--- src/hw/rtl/assert_macros.svh ---
// ---------------------------------------------------------------------------
// Assertion macros
// Implication checks on a clock with a synchronous reset.
// ---------------------------------------------------------------------------
`ifndef ASSERT_MACROS_SVH
`define ASSERT_MACROS_SVH
`ifndef SYNTHESIS
`define CCR_ASSERT_IMP(lbl, clk, rst, ante, cons) \
   lbl: assert property (@(posedge clk) disable iff (rst) (ante) |-> (cons)) \
      else $error("assertion failed");
`define CCR_ASSERT_NXT(lbl, clk, rst, ante, cons) \
   lbl: assert property (@(posedge clk) disable iff (rst) (ante) |=> (cons)) \
      else $error("assertion failed");
`else
`define CCR_ASSERT_IMP(lbl, clk, rst, ante, cons)
`define CCR_ASSERT_NXT(lbl, clk, rst, ante, cons)
`endif
`endif

--- src/hw/rtl/ccr_pkg.sv ---
// ---------------------------------------------------------------------------
// Catmull-Rom interpolator package
// Widths, limits, sequencer opcodes and controller/datapath interface types.
// ---------------------------------------------------------------------------
package ccr_pkg;

   localparam int COORD_WIDTH = 24;
   localparam int SEG_W       = 6;
   localparam logic [SEG_W-1:0] SEG_RESET = 6'd8;
   localparam int DATA_W      = ((2 * COORD_WIDTH + 7) / 8) * 8;

   localparam int MAG_W  = 32;
   localparam int KNOT_W = 32;
   localparam int T_W    = KNOT_W + 2;
   localparam int NUM_W  = T_W + 1;
   localparam int W_W    = 28;
   localparam int P_W    = 36;
   localparam int ACC_W  = 64;
   localparam int DVD_W  = 64;
   localparam int SQ_W   = 64;
   localparam int ROOT_W = 32;

   localparam logic [63:0] DIFF_LIM   = 64'd3037000499;
   localparam logic [63:0] WEIGHT_LIM = 64'd134217727;
   localparam logic signed [ACC_W-1:0] INTER_LIM = 64'sd17179869183;

   localparam logic [2:0] LV_A1  = 3'd0;
   localparam logic [2:0] LV_A2  = 3'd1;
   localparam logic [2:0] LV_A3  = 3'd2;
   localparam logic [2:0] LV_B1  = 3'd3;
   localparam logic [2:0] LV_B2  = 3'd4;
   localparam logic [2:0] LV_OUT = 3'd5;

   typedef enum logic [4:0] {
      OP_NOP,
      OP_LOAD,
      OP_DIFF,
      OP_SQX,
      OP_SQY,
      OP_RT1,
      OP_RT1_TAKE,
      OP_RT2,
      OP_RT2_TAKE,
      OP_SHIFT,
      OP_SEGPREP,
      OP_TMUL,
      OP_TDIV,
      OP_TTAKE,
      OP_WDIV,
      OP_WTAKE,
      OP_MAC,
      OP_BEND,
      OP_EMIT_SAMPLE,
      OP_EMIT_DEGEN,
      OP_EMIT_END,
      OP_CLEAR
   } ccr_op_type;

   typedef struct packed {
      ccr_op_type       op;
      logic [2:0]       lv;
      logic             sel;
      logic [1:0]       ph;
      logic             axis;
      logic             use_knot;
      logic             last;
      logic [SEG_W-1:0] j;
      logic [SEG_W-1:0] n;
   } ccr_cmd_type;

   typedef struct packed {
      logic sqrt_busy;
      logic div_busy;
      logic out_free;
      logic zero_knot;
   } ccr_status_type;

endpackage

--- src/hw/rtl/ccr_controller.sv ---
// ---------------------------------------------------------------------------
// Catmull-Rom sequencer
// Steps the datapath through knot, weight, blend and emit operations.
// ---------------------------------------------------------------------------
module ccr_controller (
   input  logic                          clock,
   input  logic                          reset,
   input  logic                          req_valid,
   input  logic                          req_final,
   output logic                          req_ready,
   input  logic                          csr_wr_en,
   input  logic [ccr_pkg::SEG_W-1:0]     csr_wr_data,
   input  ccr_pkg::ccr_status_type       status,
   output ccr_pkg::ccr_cmd_type          cmd
);

   typedef enum logic [4:0] {
      S_IDLE, S_DIFF, S_SQX, S_SQY, S_RT1, S_RT1W, S_RT2, S_RT2W, S_SHIFT,
      S_SEG, S_DEGEN, S_TMUL, S_TDIV, S_TDIVW, S_WDIV, S_WDIVW, S_MAC,
      S_BEND, S_EMIT, S_END, S_FINISH
   } state_type;

   state_type                 state_ff;
   logic [1:0]                pts_ff, before_ff;
   logic                      fin_ff, sel_ff, axis_ff;
   logic [ccr_pkg::SEG_W-1:0] seg_n_ff, n_ff, j_ff;
   logic [2:0]                lv_ff;
   logic [1:0]                ph_ff;
   logic                      end_pt, last_j;

   assign end_pt    = fin_ff && (before_ff != 2'd0);
   assign last_j    = (j_ff == n_ff - 1'b1);
   assign req_ready = (state_ff == S_IDLE);

   always_comb begin
      cmd          = '0;
      cmd.op       = ccr_pkg::OP_NOP;
      cmd.lv       = lv_ff;
      cmd.sel      = sel_ff;
      cmd.ph       = ph_ff;
      cmd.axis     = axis_ff;
      cmd.use_knot = (before_ff != 2'd0);
      cmd.last     = last_j && !end_pt;
      cmd.j        = j_ff;
      cmd.n        = n_ff;
      unique case (state_ff)
         S_IDLE:   if (req_valid) cmd.op = ccr_pkg::OP_LOAD;
         S_DIFF:   cmd.op = ccr_pkg::OP_DIFF;
         S_SQX:    cmd.op = ccr_pkg::OP_SQX;
         S_SQY:    cmd.op = ccr_pkg::OP_SQY;
         S_RT1:    cmd.op = ccr_pkg::OP_RT1;
         S_RT1W:   if (!status.sqrt_busy) cmd.op = ccr_pkg::OP_RT1_TAKE;
         S_RT2:    cmd.op = ccr_pkg::OP_RT2;
         S_RT2W:   if (!status.sqrt_busy) cmd.op = ccr_pkg::OP_RT2_TAKE;
         S_SHIFT:  cmd.op = ccr_pkg::OP_SHIFT;
         S_SEG:    cmd.op = ccr_pkg::OP_SEGPREP;
         S_DEGEN:  if (status.out_free) cmd.op = ccr_pkg::OP_EMIT_DEGEN;
         S_TMUL:   cmd.op = ccr_pkg::OP_TMUL;
         S_TDIV:   cmd.op = ccr_pkg::OP_TDIV;
         S_TDIVW:  if (!status.div_busy) cmd.op = ccr_pkg::OP_TTAKE;
         S_WDIV:   cmd.op = ccr_pkg::OP_WDIV;
         S_WDIVW:  if (!status.div_busy) cmd.op = ccr_pkg::OP_WTAKE;
         S_MAC:    cmd.op = ccr_pkg::OP_MAC;
         S_BEND:   cmd.op = ccr_pkg::OP_BEND;
         S_EMIT:   if (status.out_free) cmd.op = ccr_pkg::OP_EMIT_SAMPLE;
         S_END:    if (status.out_free) cmd.op = ccr_pkg::OP_EMIT_END;
         S_FINISH: if (fin_ff) cmd.op = ccr_pkg::OP_CLEAR;
         default:  cmd.op = ccr_pkg::OP_NOP;
      endcase
   end

   always_ff @(posedge clock) begin
      if (reset) begin
         state_ff  <= S_IDLE;
         pts_ff    <= '0;
         before_ff <= '0;
         fin_ff    <= 1'b0;
         seg_n_ff  <= ccr_pkg::SEG_RESET;
         n_ff      <= '0;
         j_ff      <= '0;
         lv_ff     <= '0;
         sel_ff    <= 1'b0;
         ph_ff     <= '0;
         axis_ff   <= 1'b0;
      end else begin
         if (csr_wr_en) begin
            seg_n_ff <= csr_wr_data;
         end
         unique case (state_ff)
            S_IDLE: begin
               if (req_valid) begin
                  before_ff <= pts_ff;
                  fin_ff    <= req_final;
                  n_ff      <= seg_n_ff;
                  state_ff  <= (pts_ff != 2'd0) ? S_DIFF : S_SHIFT;
               end
            end
            S_DIFF: state_ff <= S_SQX;
            S_SQX:  state_ff <= S_SQY;
            S_SQY:  state_ff <= S_RT1;
            S_RT1:  state_ff <= S_RT1W;
            S_RT1W: if (!status.sqrt_busy) state_ff <= S_RT2;
            S_RT2:  state_ff <= S_RT2W;
            S_RT2W: if (!status.sqrt_busy) state_ff <= S_SHIFT;
            S_SHIFT: begin
               if (pts_ff != 2'd3) begin
                  pts_ff <= pts_ff + 1'b1;
               end
               if (n_ff == '0) begin
                  state_ff <= S_FINISH;
               end else if (before_ff == 2'd3) begin
                  state_ff <= S_SEG;
               end else if (end_pt) begin
                  state_ff <= S_END;
               end else begin
                  state_ff <= S_FINISH;
               end
            end
            S_SEG: begin
               j_ff     <= '0;
               state_ff <= status.zero_knot ? S_DEGEN : S_TMUL;
            end
            S_DEGEN: begin
               if (status.out_free) begin
                  j_ff <= j_ff + 1'b1;
                  if (last_j) begin
                     state_ff <= end_pt ? S_END : S_FINISH;
                  end
               end
            end
            S_TMUL: state_ff <= S_TDIV;
            S_TDIV: state_ff <= S_TDIVW;
            S_TDIVW: begin
               if (!status.div_busy) begin
                  lv_ff    <= ccr_pkg::LV_A1;
                  sel_ff   <= 1'b0;
                  state_ff <= S_WDIV;
               end
            end
            S_WDIV: state_ff <= S_WDIVW;
            S_WDIVW: begin
               if (!status.div_busy) begin
                  if (!sel_ff) begin
                     sel_ff   <= 1'b1;
                     state_ff <= S_WDIV;
                  end else begin
                     sel_ff   <= 1'b0;
                     ph_ff    <= '0;
                     axis_ff  <= 1'b0;
                     state_ff <= S_MAC;
                  end
               end
            end
            S_MAC: begin
               ph_ff <= ph_ff + 1'b1;
               if (ph_ff == 2'd3) begin
                  state_ff <= S_BEND;
               end
            end
            S_BEND: begin
               ph_ff <= '0;
               if (!axis_ff) begin
                  axis_ff  <= 1'b1;
                  state_ff <= S_MAC;
               end else begin
                  axis_ff <= 1'b0;
                  if (lv_ff == ccr_pkg::LV_OUT) begin
                     state_ff <= S_EMIT;
                  end else begin
                     lv_ff    <= lv_ff + 1'b1;
                     state_ff <= (lv_ff == ccr_pkg::LV_B2) ? S_MAC : S_WDIV;
                  end
               end
            end
            S_EMIT: begin
               if (status.out_free) begin
                  j_ff <= j_ff + 1'b1;
                  if (last_j) begin
                     state_ff <= end_pt ? S_END : S_FINISH;
                  end else begin
                     state_ff <= S_TMUL;
                  end
               end
            end
            S_END: if (status.out_free) state_ff <= S_FINISH;
            S_FINISH: begin
               if (fin_ff) begin
                  pts_ff <= '0;
               end
               state_ff <= S_IDLE;
            end
            default: state_ff <= S_IDLE;
         endcase
      end
   end

endmodule

--- config.mk ---
export PLATFORM = sky130hd
export DESIGN_NAME = ccr_controller
export DESIGN_NICKNAME = d
export VERILOG_FILES = /design/src/hw/rtl/assert_macros.svh /design/src/hw/rtl/ccr_pkg.sv /design/src/hw/rtl/ccr_controller.sv
export SDC_FILE = /design/constraint.sdc
export NUM_CORES = 1
export LEC_CHECK = 0
export BUFFER_PORTS_ARGS = -buffer_cell sky130_fd_sc_hd__buf_2
export CORE_MARGIN = 1.5
export CORE_UTILIZATION = 45
export CTS_CLUSTER_DIAMETER = 50
export DETAILED_ROUTE_END_ITERATION = 16
export PLACE_DENSITY = 0.68
export REMOVE_ABC_BUFFERS = 1
export SLEW_MARGIN = 20
export SYNTH_ARGS = -nofsm -noshare
export SYNTH_HDL_FRONTEND = slang
export SYNTH_SLANG_ARGS = --single-unit
--- constraint.sdc ---
create_clock -name clock -period 3.3 [get_ports clock]
set_input_delay 0.99 -clock clock [delete_from_list [all_inputs] [get_ports clock]]
set_output_delay 0.99 -clock clock [all_outputs]
set_load 0.1 [all_outputs]
-- Word-level counts from Yosys, hierarchy flattened
Cells that the tools add are included.
- add/sub/neg operators: 5
- equality and inequality tests: 42
- muxes and demuxes: 51
- reductions and logical operators: 22
- operators by type and width (cell ; number):
    $mux W5 ; 21
    $pmux W5 S21 ; 1
    $pmux W5 S20 ; 1
    $eq A5 B4 Y1 const B ; 8
    $ne A2 B2 Y1 const B ; 16
    $eq A5 B5 Y1 const B ; 5
    $eq A5 B3 Y1 const B ; 4
    $mux W4 ; 4
    $mux W3 ; 5
    $reduce_bool A2 Y1 ; 7
    $pmux W6 S2 ; 1
    $reduce_and A3 Y1 ; 4
    $eq A5 B2 Y1 const B ; 2
    $reduce_and A10 Y1 ; 1
    $mux W1 ; 8
    $mux W2 ; 4
    $add A6 B1 Y6 const B ; 1
    $eq A3 B3 Y1 const B ; 2
    $eq A6 B6 Y1 ; 1
    $logic_not A6 Y1 ; 1
    $mux W6 ; 1
    $pmux W2 S3 ; 1
    $pmux W3 S2 ; 1
    $sub A6 B1 Y6 const B ; 1
    other kinds (14) ; 19
- bits in registers: 35
- output and inout bits: 27
- logic and storage cells: 131

-- Logic depth before layout (Yosys ltp)
- word-level depth: 6
- gate-level depth with buffers: 9

-- Worst setup path before layout
OpenSTA, ideal clock, no wires.
- kind: flip-flop to output port
- start point: register n_ff[0] (netlist bit)
- end point: output cmd[12] (netlist bit)
- arrival: 3.482 ns
- path slack: -1.172 ns
- stages on the path, launching flop included: 7
- path through: dfxtp_1 -> inv_1 -> ha_1 -> xnor2_1 -> nor3_1 -> o2111ai_2 -> nor2_1
- RTL lines (element ; RTL line ; text):
    start: declaration ; ccr_controller.sv:26 ; logic [ccr_pkg::SEG_W-1:0] seg_n_ff, n_ff, j_ff;
    start signal: assignment ; ccr_controller.sv:94 ; n_ff <= seg_n_ff;
    end: declaration ; ccr_controller.sv:14 ; output ccr_pkg::ccr_cmd_type cmd

==> metrics.txt <==
number of synthesized flops with an enable pin 0; Final Max Slew Viols 0; deepest clock path buffer count 2; final core utilization 56.4%; post-layout net count 377; leading post-synthesis cells by instance count sky130_fd_sc_hd__nor2_1 (43), sky130_fd_sc_hd__dfxtp_1 (35), sky130_fd_sc_hd__nand2_1 (21); startpoint of the worst-slack reg-to-reg timing path state_ff[0]$_SDFFE_PP0P_; Crit Reg-Reg Endpoint state_ff[3]$_SDFFE_PP0P_; most used flip-flop cell after synthesis sky130_fd_sc_hd__dfxtp_1; Detail Placement HPWL 4810 µm; area enclosed by the die boundary 0.00595 mm²; Power, Total 2470 µW; share of the synthesized area in the top cell type 28.3%; max-cap violation count 0; total gr overflow 0; placeable core region 0.00520 mm²; count of distinct cell types in the synthesized netlist 60; critical path required time 2.31 ns; total routing usage reported by global routing 22.1%; detailed-router iteration count before antenna repair 4; routed wire length per instance 15.1 µm; number of buffer cells added on primary ports 41; starting density of the core 47.5%; post-route ant nets 0; startpoint class of the critical path flip-flop; most used standard cell by instance count after synthesis sky130_fd_sc_hd__nor2_1; minimum setup slack after placement 0.251 ns; Total Routed Length 6390 µm; fraction of final layout cells sized beyond drive strength 1 19.8%; Crit Path Class reg2out; floorplan die width 77.1 µm; peak clock frequency supported by timing 326 MHz; initial drt markers 195; Clock H-tree levels 2; number of flip-flops and latches in the synthesized netlist 35; arrival time of the worst setup path 2.08 ns; fraction of registers with async set/reset 0%; Leakage 0.00125 µW; Critical Path End Type primary output; vias post-DR 2410; post-detailed-route DRC marker count 0; placement row count 26; clk_skew 0.00472 ns; area post-placement 0.00285 mm²; IO Pins 42; CTS clk-pin slew, worst paths 0.07 ns; initial antenna violation count 0; largest area contributor in the netlist sky130_fd_sc_hd__dfxtp_1; largest net degree at the start of global routing 26; Least-Margin Pin Slew 0.889 ns; Setup violations, final 0; per-instance average area after synthesis 7.88 µm²; count of cells along the worst hold path 2; clock insertion delay at the later pin of the skew report 0.28 ns; CTS tree yes; first-pass GRT wire length 10600 µm; total count of hold-check failures in the final report 0; Setup crit start state_ff[4]$_SDFFE_PP0P_; Die Span Y 77.1 µm; post-DR vias/cell 5.68; r2r setup slk 0.80 ns; via count of the first global-routing pass 2233; Cell Area, Synth 0.00247 mm²; Seq/Total Area, Yosys 28.3%; areal power density over the cells 842 mW/mm²; source of the worst hold timing path seg_n_ff[3]$_SDFFE_PP1P_; number of buffers created by CTS 5; routability congestion estimate from global placement 0.930; min-delay worst type reg2reg; total number of clock tree sinks 35; # diodes 0; final worst-path setup slack 0.231 ns; area added between synthesis and finish 18.7%; part of the cycle the worst path needs 93.0%; CTS root buf sky130_fd_sc_hd__clkbuf_8; minimum period implied by the final worst setup slack 3.07 ns; worst hold endpoint seg_n_ff[3]$_SDFFE_PP1P_; result of the run finished, final reports clean; Synth Instances 314; post-route design area 0.00294 mm²; leading cell types by total area after synthesis sky130_fd_sc_hd__dfxtp_1 (28%), sky130_fd_sc_hd__nor2_1 (6.5%), sky130_fd_sc_hd__mux2i_1 (6.5%); peak supply drop 0.447 mV; Syn. warnings 0; CP Max Fanout 19; worst slew margin relative to its limit 39.9%; setup repair after global routing missed its margin false; worst r2r path cells 6
-- stage by stage --
step	hold slack, ns	TNS [ns]	cells
after global placement	0.465	0	416
after global routing	0.522	0	424
after floorplan	0.440	-4.99	293
after detailed placement	0.471	0	416
final	0.485	0	424
after CTS	0.494	0	424
-- per-layer routing --
layer | track usage (%) | vias to the layer above | share of wire, %
met5 | 0 | - | 0
met4 | 8.18 | 0 | 1.5
met3 | 3.57 | 7 | 4.5
met2 | 36.4 | 71 | 48
met1 | 28.9 | 1132 | 46
li1 | - | 1200 | -
-- power breakdown --
group | internal, µW | switching (µW)
Clock | 147 | 152
Sequential | 480 | 104
Combinational | 557 | 1030
-- worst max-delay path by stage --
stage | end | slack (ns)
6_report | cmd[24] | 0.23
5_1_grt | cmd[25] | 0.06
4_1_cts | cmd[25] | 0.20
3_5_place_dp | cmd[25] | 0.25
3_3_place_gp | cmd[25] | 0.29
2_1_floorplan | cmd[12] | -1.17
-- kinds of logic after synthesis --
kind of cell | after synthesis | share of synthesized area (%)
muxes | 17 | 6.93
AOI/OAI and AO/OA | 69 | 21.0
DFF | 35 | 28.3
xor gates and xnor gates | 15 | 5.31
buffers and inverters | 34 | 5.97
and+or+nand+nor | 134 | 27.5
adders and majority gates | 10 | 4.96
-- timing repair --
| item | CTS | global route |
|---|---|---|
| buffers inserted | 0 | 0 |
| endpoints found under the setup margin | 0 | 1 |
| gates resized for setup | 0 | 2 |
| hold buffers | 0 | 0 |
-- state kept, by name (all words and copies together), names as in the netlist, 2 cells and up --
name / flops
before_ff: 2
j_ff: 6
lv_ff: 3
n_ff: 6
ph_ff: 2
pts_ff: 2
seg_n_ff: 6
state_ff: 5
-- worst max-delay path: stages, from the launching register on --
cell,delay [ns]
sky130_fd_sc_hd__dfxtp_1,0.39
sky130_fd_sc_hd__buf_4,0.24
sky130_fd_sc_hd__nand2b_1,0.22
sky130_fd_sc_hd__nor3b_1,0.42
sky130_fd_sc_hd__nand2_1,0.13
sky130_fd_sc_hd__o21ai_0,0.17
sky130_fd_sc_hd__buf_12,0.22
-- layout make-up --
type / instances / area [µm²]
Multi-Input combinational cell: 245 / 1630
Tap cell: 70 / 87.6
Fill cell: 500 / 2270
Clock buffer: 6 / 72.6
Inverter: 13 / 48.8
Clock inverter: 2 / 12.5
Timing Repair Buffer: 53 / 385
Sequential cell: 35 / 702
-- placed cells by master (no fill, tap or decap), drive strengths merged, types with 4 or more instances in the layout --
cell / synthesis / final
mux2i: 16 / 16
o21a: 4 / 4
buf: 8 / 53
a31oi: 4 / 4
nor2: 43 / 43
nand2b: 11 / 11
inv: 13 / 13
dfxtp: 35 / 35
xor2: 6 / 6
nand3: 11 / 11
ha: 9 / 9
nor2b: 4 / 4
nand2: 21 / 21
a21oi: 10 / 10
xnor2: 9 / 9
nand3b: 5 / 5
o21ai: 11 / 11
clkbuf: 13 / 6
and3: 4 / 4
and2: 5 / 5
nor3: 15 / 15
a22o: 5 / 5
(Power assumes the default switching activity.)
